### config.mk
export PLATFORM = sky130hd
export DESIGN_NAME = indexed_ordered_list_core
export DESIGN_NICKNAME = d
export VERILOG_FILES = /design/src/hw/rtl/iol_pkg.sv /design/src/hw/rtl/iol_ram.sv /design/src/hw/rtl/iol_datapath.sv /design/src/hw/rtl/iol_ctrl.sv /design/src/hw/rtl/indexed_ordered_list_core.sv
export VERILOG_INCLUDE_DIRS = /design/src /design/src/hw/rtl
export SDC_FILE = /design/constraint.sdc
export NUM_CORES = 2
export LEC_CHECK = 0
export ABC_AREA = 1
export BUFFER_PORTS_ARGS = -buffer_cell sky130_fd_sc_hd__buf_2
export CAP_MARGIN = 40
export CORE_MARGIN = 1
export CORE_UTILIZATION = 45
export CTS_BUF_LIST = sky130_fd_sc_hd__clkbuf_2 sky130_fd_sc_hd__clkbuf_4 sky130_fd_sc_hd__clkbuf_8
export CTS_CLUSTER_SIZE = 40
export DETAILED_ROUTE_END_ITERATION = 8
export MAX_ROUTING_LAYER = met4
export SETUP_SLACK_MARGIN = 0.1
export SLEW_MARGIN = 20
export SYNTH_ARGS = -nofsm -noshare
export SYNTH_HDL_FRONTEND = slang
export SYNTH_HIERARCHICAL = 1
export SYNTH_SLANG_ARGS = --single-unit
### constraint.sdc
create_clock -name clk -period 5.7 [get_ports clk]
set_input_delay 0.285 -clock clk [delete_from_list [all_inputs] [get_ports clk]]
set_output_delay 0.285 -clock clk [all_outputs]
set_load 0.005 [all_outputs]
### src/hw/rtl/indexed_ordered_list_core_defines.svh
// Assertion macros shared by the indexed ordered list RTL.
// Used by files that carry concurrent checks; no other dependencies.
`ifndef INDEXED_ORDERED_LIST_CORE_DEFINES_SVH
`define INDEXED_ORDERED_LIST_CORE_DEFINES_SVH

// Condition holds at every clock edge outside reset.
`define IOL_ASSERT_ALWAYS(lbl, clk, rst_n, cond, msg) \
	lbl: assert property (@(posedge clk) disable iff (!rst_n) (cond)) \
		else $error(msg);

// Consequent holds in the same cycle as the antecedent.
`define IOL_ASSERT_IMP(lbl, clk, rst_n, ante, cons, msg) \
	lbl: assert property (@(posedge clk) disable iff (!rst_n) (ante) |-> (cons)) \
		else $error(msg);

// Consequent holds in the cycle after the antecedent.
`define IOL_ASSERT_NEXT(lbl, clk, rst_n, ante, cons, msg) \
	lbl: assert property (@(posedge clk) disable iff (!rst_n) (ante) |=> (cons)) \
		else $error(msg);

`endif

### src/hw/rtl/iol_pkg.sv
// Types and codes of the indexed ordered list core.
// No dependencies; imported by every module of the block but the RAM.
package iol_pkg;

	typedef enum logic [2:0] {
		OP_FRONT      = 3'd0,
		OP_APPEND     = 3'd1,
		OP_AFTER      = 3'd2,
		OP_READ       = 3'd3,
		OP_DROP_FIRST = 3'd4,
		OP_DROP_LAST  = 3'd5,
		OP_DROP_AT    = 3'd6,
		OP_CLEAR      = 3'd7
	} op_e_t;

	typedef enum logic [1:0] {
		STAT_DONE = 2'd0,
		STAT_FULL = 2'd1,
		STAT_NONE = 2'd2
	} status_t;

	typedef enum logic [1:0] {
		K_NOOP   = 2'd0,
		K_INSERT = 2'd1,
		K_REMOVE = 2'd2,
		K_READ   = 2'd3
	} kind_t;

	typedef enum logic [2:0] {
		S_IDLE = 3'd0,
		S_EXEC = 3'd1,
		S_MOVE = 3'd2,
		S_PUT  = 3'd3,
		S_READ = 3'd4,
		S_DONE = 3'd5
	} state_t;

	typedef struct packed {
		op_e_t              operation;
		logic [5:0]         position;
		logic signed [31:0] value;
	} req_t;

	typedef struct packed {
		logic signed [31:0] read_value;
		logic               found;
		logic [6:0]         count;
		status_t            status;
	} rsp_t;

	// Controller to datapath
	typedef struct packed {
		logic load;
		logic step;
		logic rd_pos;
		logic put;
		logic cap_read;
		logic emit;
	} ctl_cmd_t;

	// Datapath to controller
	typedef struct packed {
		kind_t kind;
		logic  moves_zero;
		logic  out_free;
	} dp_stat_t;

endpackage

### src/hw/rtl/iol_ram.sv
// Generic single-write, single-read RAM with registered read data.
// No dependencies.
module iol_ram #(
	parameter int WIDTH = 32,
	parameter int DEPTH = 64
) (
	input  logic                     clk,
	input  logic                     we,
	input  logic [$clog2(DEPTH)-1:0] waddr,
	input  logic [WIDTH-1:0]         wdata,
	input  logic                     re,
	input  logic [$clog2(DEPTH)-1:0] raddr,
	output logic [WIDTH-1:0]         rdata
);

	logic [WIDTH-1:0] mem_q [DEPTH];

	// Write port
	always_ff @(posedge clk) begin
		if (we) begin
			mem_q[waddr] <= wdata;
		end
	end

	// Registered read port
	always_ff @(posedge clk) begin
		if (re) begin
			rdata <= mem_q[raddr];
		end
	end

endmodule

### src/hw/rtl/iol_datapath.sv
// Datapath of the indexed ordered list: element RAM, count, shift pointers
// and result register. Depends on iol_pkg, iol_ram and the assertion macros.
`include "indexed_ordered_list_core_defines.svh"

module iol_datapath #(
	parameter int CAPACITY = 64
) (
	input  logic              clk,
	input  logic              arst_n,
	input  iol_pkg::req_t     req,
	output iol_pkg::rsp_t     rsp,
	output logic              rsp_valid,
	input  logic              rsp_stall,
	input  iol_pkg::ctl_cmd_t cmd,
	output iol_pkg::dp_stat_t stat
);

	import iol_pkg::*;

	localparam int AW = $clog2(CAPACITY);
	localparam int CW = $clog2(CAPACITY + 1);
	localparam int XW = (CW > 6) ? CW : 6;

	logic [CW-1:0]      cnt_q;
	logic [5:0]         pos_q;
	logic signed [31:0] val_q;
	kind_t              kind_q;
	logic               dir_up_q;
	logic [AW-1:0]      at_q;
	logic [AW-1:0]      src_q;
	logic [CW-1:0]      moves_q;
	logic signed [31:0] rv_q;
	logic               found_q;
	status_t            st_q;
	logic               out_valid_q;
	rsp_t               rsp_q;
	logic               wr_pend_s1;
	logic [AW-1:0]      wr_addr_s1;

	logic [XW-1:0]      pos_x;
	logic [XW-1:0]      cnt_x;
	logic               in_range;
	logic               full;
	logic               empty;
	kind_t              l_kind;
	logic [CW-1:0]      l_at;
	logic [CW-1:0]      l_cnt;
	logic [CW-1:0]      l_moves;
	logic [CW-1:0]      l_src;
	status_t            l_stat;
	logic signed [31:0] l_rv;
	logic [CW+6:0]      cnt_wide;

	logic               ram_we;
	logic [AW-1:0]      ram_waddr;
	logic [31:0]        ram_wdata;
	logic               ram_re;
	logic [AW-1:0]      ram_raddr;
	logic [31:0]        ram_rdata;

	// Classify the incoming operation against the current count
	always_comb begin
		pos_x    = XW'(req.position);
		cnt_x    = XW'(cnt_q);
		in_range = pos_x < cnt_x;
		full     = cnt_q == CW'(CAPACITY);
		empty    = cnt_q == '0;
		l_kind   = K_NOOP;
		l_at     = '0;
		l_cnt    = cnt_q;
		l_stat   = STAT_DONE;
		l_rv     = '0;
		case (req.operation)
			OP_FRONT, OP_APPEND, OP_AFTER: begin
				if (full) begin
					l_stat = STAT_FULL;
				end else begin
					l_kind = K_INSERT;
					l_cnt  = cnt_q + CW'(1);
					case (req.operation)
						OP_FRONT:  l_at = '0;
						OP_APPEND: l_at = cnt_q;
						default:   l_at = in_range ? CW'(pos_x + XW'(1)) : cnt_q;
					endcase
				end
			end
			OP_READ: begin
				if (in_range) begin
					l_kind = K_READ;
				end else begin
					l_stat = STAT_NONE;
					l_rv   = '1;	// absent position reads as minus one
				end
			end
			OP_DROP_FIRST: begin
				if (empty) begin
					l_stat = STAT_NONE;
				end else begin
					l_kind = K_REMOVE;
					l_cnt  = cnt_q - CW'(1);
				end
			end
			OP_DROP_LAST: begin
				if (empty) begin
					l_stat = STAT_NONE;
				end else begin
					l_kind = K_REMOVE;
					l_at   = cnt_q - CW'(1);
					l_cnt  = cnt_q - CW'(1);
				end
			end
			OP_DROP_AT: begin
				if (in_range) begin
					l_kind = K_REMOVE;
					l_at   = CW'(pos_x);
					l_cnt  = cnt_q - CW'(1);
				end else begin
					l_stat = STAT_NONE;
				end
			end
			OP_CLEAR: begin
				l_cnt = '0;
			end
			default: begin
				l_cnt = cnt_q;
			end
		endcase
		// Insert moves entries at..cnt-1 up; remove moves at+1..cnt-1 down
		if (l_kind == K_INSERT) begin
			l_moves = cnt_q - l_at;
			l_src   = cnt_q - CW'(1);
		end else if (l_kind == K_REMOVE) begin
			l_moves = cnt_q - CW'(1) - l_at;
			l_src   = l_at + CW'(1);
		end else begin
			l_moves = '0;
			l_src   = '0;
		end
	end

	// Element count, shift control, the write pipeline and the result valid flag
	always_ff @(posedge clk or negedge arst_n) begin
		if (!arst_n) begin
			cnt_q       <= '0;
			kind_q      <= K_NOOP;
			moves_q     <= '0;
			wr_pend_s1  <= 1'b0;
			out_valid_q <= 1'b0;
		end else begin
			wr_pend_s1 <= cmd.step;
			if (cmd.load) begin
				cnt_q   <= l_cnt;
				kind_q  <= l_kind;
				moves_q <= l_moves;
			end else if (cmd.step) begin
				moves_q <= moves_q - CW'(1);
			end
			if (cmd.emit) begin
				out_valid_q <= 1'b1;
			end else if (!rsp_stall) begin
				out_valid_q <= 1'b0;
			end
		end
	end

	// Operands, pointers and result fields
	always_ff @(posedge clk) begin
		if (cmd.load) begin
			pos_q    <= req.position;
			val_q    <= req.value;
			dir_up_q <= l_kind == K_INSERT;
			at_q     <= AW'(l_at);
			src_q    <= AW'(l_src);
			rv_q     <= l_rv;
			found_q  <= 1'b0;
			st_q     <= l_stat;
		end
		if (cmd.step) begin
			src_q      <= dir_up_q ? src_q - AW'(1) : src_q + AW'(1);
			wr_addr_s1 <= dir_up_q ? src_q + AW'(1) : src_q - AW'(1);
		end
		if (cmd.cap_read) begin
			rv_q    <= ram_rdata;
			found_q <= 1'b1;
		end
		if (cmd.emit) begin
			rsp_q.read_value <= rv_q;
			rsp_q.found      <= found_q;
			rsp_q.count      <= cnt_wide[6:0];
			rsp_q.status     <= st_q;
		end
	end

	// Count reported modulo 128
	assign cnt_wide = (CW + 7)'(cnt_q);

	// Memory port steering: moved data or the new value on write
	assign ram_we    = wr_pend_s1 | cmd.put;
	assign ram_waddr = cmd.put ? at_q : wr_addr_s1;
	assign ram_wdata = cmd.put ? val_q : ram_rdata;
	assign ram_re    = cmd.step | cmd.rd_pos;
	assign ram_raddr = cmd.step ? src_q : AW'(pos_q);

	iol_ram #(
		.WIDTH(32),
		.DEPTH(CAPACITY)
	) u_store (
		.clk  (clk),
		.we   (ram_we),
		.waddr(ram_waddr),
		.wdata(ram_wdata),
		.re   (ram_re),
		.raddr(ram_raddr),
		.rdata(ram_rdata)
	);

	assign stat.kind       = kind_q;
	assign stat.moves_zero = moves_q == '0;
	assign stat.out_free   = !out_valid_q || !rsp_stall;

	assign rsp       = rsp_q;
	assign rsp_valid = out_valid_q;

	`IOL_ASSERT_ALWAYS(a_cnt_cap, clk, arst_n, cnt_q <= CW'(CAPACITY), "count above capacity")
	`IOL_ASSERT_IMP(a_wr_collide, clk, arst_n, cmd.put, !wr_pend_s1, "value write overlaps move")
	`IOL_ASSERT_IMP(a_rd_range, clk, arst_n, cmd.rd_pos, XW'(pos_q) < XW'(cnt_q), "read out of range")
	`IOL_ASSERT_IMP(a_full_cnt, clk, arst_n, cmd.emit && st_q == STAT_FULL, cnt_q == CW'(CAPACITY), "full status with room left")

endmodule

### src/hw/rtl/iol_ctrl.sv
// Controller state machine of the indexed ordered list.
// Depends on iol_pkg; drives the datapath commands and the request stall.
module iol_ctrl (
	input  logic              clk,
	input  logic              arst_n,
	input  logic              req_valid,
	output logic              req_stall,
	input  iol_pkg::dp_stat_t stat,
	output iol_pkg::ctl_cmd_t cmd
);

	import iol_pkg::*;

	state_t state_q;
	state_t state_d;

	// State register
	always_ff @(posedge clk or negedge arst_n) begin
		if (!arst_n) begin
			state_q <= S_IDLE;
		end else begin
			state_q <= state_d;
		end
	end

	// Next state and commands
	always_comb begin
		state_d   = state_q;
		cmd       = '0;
		req_stall = state_q != S_IDLE;
		case (state_q)
			S_IDLE: begin
				if (req_valid) begin
					cmd.load = 1'b1;
					state_d  = S_EXEC;
				end
			end
			S_EXEC: begin
				case (stat.kind)
					K_INSERT, K_REMOVE: state_d = S_MOVE;
					K_READ: begin
						cmd.rd_pos = 1'b1;
						state_d    = S_READ;
					end
					default: state_d = S_DONE;
				endcase
			end
			S_MOVE: begin
				// advance one element a cycle until the gap is opened or closed
				if (!stat.moves_zero) begin
					cmd.step = 1'b1;
				end else if (stat.kind == K_INSERT) begin
					state_d = S_PUT;
				end else begin
					state_d = S_DONE;
				end
			end
			S_PUT: begin
				cmd.put = 1'b1;
				state_d = S_DONE;
			end
			S_READ: begin
				cmd.cap_read = 1'b1;
				state_d      = S_DONE;
			end
			S_DONE: begin
				// hold until the result register is free
				if (stat.out_free) begin
					cmd.emit = 1'b1;
					state_d  = S_IDLE;
				end
			end
			default: state_d = S_IDLE;
		endcase
	end

endmodule

### src/hw/rtl/indexed_ordered_list_core.sv
// Indexed ordered list core: one result per request, one request at a time.
// A new request is stalled until the last result is loaded into the result register.
// Clear and rejected requests go straight to the result, a read first reads the RAM, a
// remove shifts moves elements down, an insert shifts moves elements up, then writes
// the new value; moves is the number of stored elements shifted one per cycle in RAM.
// Reset (arst_n, async low) empties the list; stored elements are not cleared.
module indexed_ordered_list_core #(
	parameter int CAPACITY = 64
) (
	input  logic          clk,
	input  logic          arst_n,
	input  logic          req_valid,
	output logic          req_stall,
	input  iol_pkg::req_t req,
	output logic          rsp_valid,
	input  logic          rsp_stall,
	output iol_pkg::rsp_t rsp
);

	import iol_pkg::*;

	ctl_cmd_t cmd;
	dp_stat_t stat;

	iol_ctrl u_ctrl (
		.clk      (clk),
		.arst_n   (arst_n),
		.req_valid(req_valid),
		.req_stall(req_stall),
		.stat     (stat),
		.cmd      (cmd)
	);

	iol_datapath #(
		.CAPACITY(CAPACITY)
	) u_datapath (
		.clk      (clk),
		.arst_n   (arst_n),
		.req      (req),
		.rsp      (rsp),
		.rsp_valid(rsp_valid),
		.rsp_stall(rsp_stall),
		.cmd      (cmd),
		.stat     (stat)
	);

endmodule

==> impl_metrics.tcl <==
set metrics [dict create \
    outcome "completed" \
    core_sq_mm 0.200 \
    drc 0 \
    antenna_found_initial 5 \
    grt-ovfl-total 0 \
    crit_top_cell "nand3_1" \
    grt_first_pass_wirelength_um 387000 \
    vias 61100 \
    dp_hpwl_um 146000 \
    cts-root-buf "clkbuf_8" \
    cts_resized 0 \
    p_per_area_mw_per_mm2 492 \
    synth_area_sq_mm 0.0910 \
    synthDistinctLibCells 49 \
    clkPwrFrac_pct 26.0 \
    switchingPower_mw 18.8 \
    ant_nets 0 \
    insertion_delay_ns 1.11 \
    cts_made_buffers 367 \
    first_iter_violations 7623 \
    io-pin-count 89 \
    critPathSlowestCell "inv_8" \
    synth-seq-area-share_pct 73.6 \
    worstPathMaxFanout 63 \
    p_total_mw 51.2 \
    r2r-start "u_datapath/moves_q[0]" \
    wl_per_cell_um 24.5 \
    wl_um 265000 \
    setup_tns_ns 0 \
    nets 7959 \
    fin_crit_ns 4.53 \
    yosysWarnings 6 \
    htreeDepth 5 \
    firstDrtPassIters 7 \
    gp_congestion 0.878 \
    worst_pin_slew_ns 0.930 \
    p_int_mw 32.3 \
    syn-instance-count 7574 \
    rsz0062_at_grt "no" \
    ys_ff_latch 2235 \
    rows 164 \
    fin_crit_sh_pct 79.5 \
    path_cells "inv_1 > ha_1 > nand3_1 > nor2_1 > inv_1 > nand3_2 > inv_1 > buf_4 > clkinv_1 > buf_4 > nand2_1 > o21ai_4 > inv_8 > buf_4 > nand3_1 > nand3_1 > nand3_1 > nand3_1 > nand2_1 > nand2_1 > nand2_1" \
    p_sw_share_pct 36.8 \
    grt_max_degree 154 \
    cp-startpoint "u_datapath/moves_q[0]" \
    start_util_pct 45.4 \
    critPathLaunchType "flop" \
    seq_power_share_pct 42.2 \
    clk_path_buf_depth 4 \
    clk_pin_slew_ns 0.07 \
    syn_to_final_growth_pct 14.2 \
    n_fill_cell 17000 \
    end_kind "flop" \
    min_path_type "in2async" \
    peakVddDrop_v 0.000430 \
    detail_route.vias_per_cell 5.65 \
    arrival_ns 5.35 \
    syn_area_per_cell_sq_um 12.0 \
    cts_tree "yes" \
    cts_hold_buf 88 \
    critical_path_required_ns 6.52 \
    drv_slew 0 \
    reg2regPathDepth 21 \
    port_buffers 88 \
    fmax_ghz 0.221 \
    crit_type "reg2reg" \
    dieHeight_um 452 \
    drv_cap 0 \
    maxSlewHeadroom_pct 38.0 \
    comb_power_share_pct 31.7 \
    dieArea_sq_mm 0.204 \
    skew_ns 0.0950 \
    grt_usage_pct 26.4 \
    synth_fp_nets 7650 \
    hold_violations 0 \
    setup_violations 0 \
    grt_pass1_vias 57800 \
    die_w_um 452 \
    crit_path_max_incr_delay_ns 0.50 \
    p_leak_nw 37.2 \
    cts_setup_buffers 0 \
    drive_gt1_share_pct 12.5 \
    cts_sinks 2235 \
]
## through the flow
stage | util [%] | instance area, sq um | std cells | worst slack (ns) | hold WS [ns]
after floorplan | - | 91000 | 7574 | 0.330 | -0.0106
after global placement | 47.6 | 95400 | 10000 | 1.27 | 0.324
after detailed placement | 47.9 | 95900 | 10100 | 1.25 | 0.334
after CTS | 51.7 | 104000 | 10800 | 1.23 | 0.137
after global routing | 51.9 | 104000 | 10800 | 0.867 | 0.209
final | 51.9 | 104000 | 10800 | 1.17 | 0.228
## power by group through the flow
stage	Sequential (mW)	Combinational (mW)	Clock, mW
floorplan	22.1	8.95	0
global placement	22.0	15.3	0
detailed placement	21.9	15.8	0
CTS	21.6	15.9	13.5
global route	21.6	17.4	14.2
finish	21.6	16.2	13.3
## worst paths after layout
check                      slack [ns]                           end
setup / recovery                 1.17  u_datapath/u_store/rdata[30]
hold / removal                   0.23         u_datapath/wr_pend_s1
setup reg to reg                 1.17  u_datapath/u_store/rdata[30]
hold reg to reg                  0.40            u_datapath/rsp[40]
max in group asynchronous        5.23           u_datapath/cnt_q[6]
min in group clk                 0.23            u_datapath/at_q[4]
## final cells by class
type	instances	area [sq um]	share of cell area, %
inverter	132	538	0.518
antenna	6	15.0	0.0145
sequential	2235	67000	64.5
clock inverter	147	788	0.759
multi-input combinational	4731	22000	21.2
timing repair buffer	416	4210	4.05
tap	2656	3320	3.20
clock buffer	490	6010	5.78
## critical path: cells and delay by family, from the launching register on
family / cells / cell delay, ns
buffers and inverters: 8 / 2.03
AND/OR/NAND/NOR: 11 / 1.46
flip-flops: 1 / 0.32
adder cells (fa/ha/maj): 1 / 0.21
AO/OA/AOI/OAI: 1 / 0.17
## synthesized netlist by cell type (all sizes together)
cell type / count / area share [%]
nand2: 2431 / 10
edfxtp: 2213 / 73
nand3: 1950 / 11
buf: 381 / 2.2
inv: 128 / 0.53
o21ai: 105 / 0.59
nor2: 101 / 0.46
clkbuf: 95 / 0.39
ha: 29 / 0.40
dfrtp: 21 / 0.58
a21oi: 20 / 0.14
xor2: 17 / 0.16
nand4: 15 / 0.10
nor3: 12 / 0.084
nor4: 8 / 0.055
o211ai: 8 / 0.066
a22oi: 6 / 0.049
xnor2: 6 / 0.058
a31oi: 5 / 0.034
clkinv: 4 / 0.018
o22ai: 4 / 0.027
or2: 4 / 0.027
fa: 2 / 0.044
o221ai: 2 / 0.019
a211oi: 1 / 0.0083
a32o: 1 / 0.011
dfxtp: 1 / 0.022
mux2i: 1 / 0.011
o21a: 1 / 0.0083
o311ai: 1 / 0.0096
o32ai: 1 / 0.0096
## metal layers
layer	vias to the layer above	track usage, %	wire, um
li1	27500	-	-
met1	30200	37.4	113000
met2	2958	39.4	120000
met3	376	4.52	25500
met4	0	7.71	6490
met5	-	-	0
## cells by family after synthesis
kind of cell             after synthesis  share of synthesized area [%]
AO/OA/AOI/OAI                        155                          0.976
flip-flops                          2235                           73.6
adder cells (fa/ha/maj)               31                          0.443
XOR/XNOR                              23                          0.221
AND/OR/NAND/NOR                     4521                           21.6
buffers and inverters                608                           3.18
multiplexers                           1                         0.0110
## state kept, by name (all words and copies together), names as in the netlist, 7 cells and up
signal / flops
u_datapath/val_q: 32
u_datapath/moves_q: 7
u_datapath/cnt_q: 7
u_datapath/u_store/rdata: 32
u_datapath/u_store/mem_q: 2048
u_datapath/rv_q: 32
u_datapath/rsp: 42
## cells in the final DEF (no fill, tap or decap), types with 5 or more instances in the layout
cell / netlist / layout
a21oi_1: 17 / 17
a22oi_1: 6 / 6
a31oi_1: 5 / 5
buf_12: 0 / 61
buf_16: 0 / 14
buf_2: 284 / 88
buf_4: 48 / 158
buf_8: 2 / 5
bufinv_16: 0 / 6
clkbuf_4: 0 / 118
clkbuf_8: 0 / 372
clkinv_1: 3 / 105
clkinv_2: 1 / 30
clkinvlp_4: 0 / 6
dfrtp_1: 21 / 21
diode_2: 0 / 6
dlygate4sd3_1: 0 / 87
edfxtp_1: 2213 / 2213
ha_1: 29 / 29
inv_1: 117 / 114
inv_2: 9 / 8
nand2_1: 2421 / 2420
nand2_2: 9 / 9
nand3_1: 1942 / 1942
nand3_2: 8 / 8
nand4_1: 15 / 15
nor2_1: 92 / 34
nor2_2: 5 / 5
nor2_4: 4 / 62
nor3_1: 10 / 10
nor4_2: 0 / 8
o211ai_1: 8 / 8
o21ai_0: 96 / 60
o21ai_1: 5 / 5
o21ai_4: 0 / 36
xnor2_1: 6 / 6
xor2_1: 17 / 17
(Power assumes the default switching activity.)
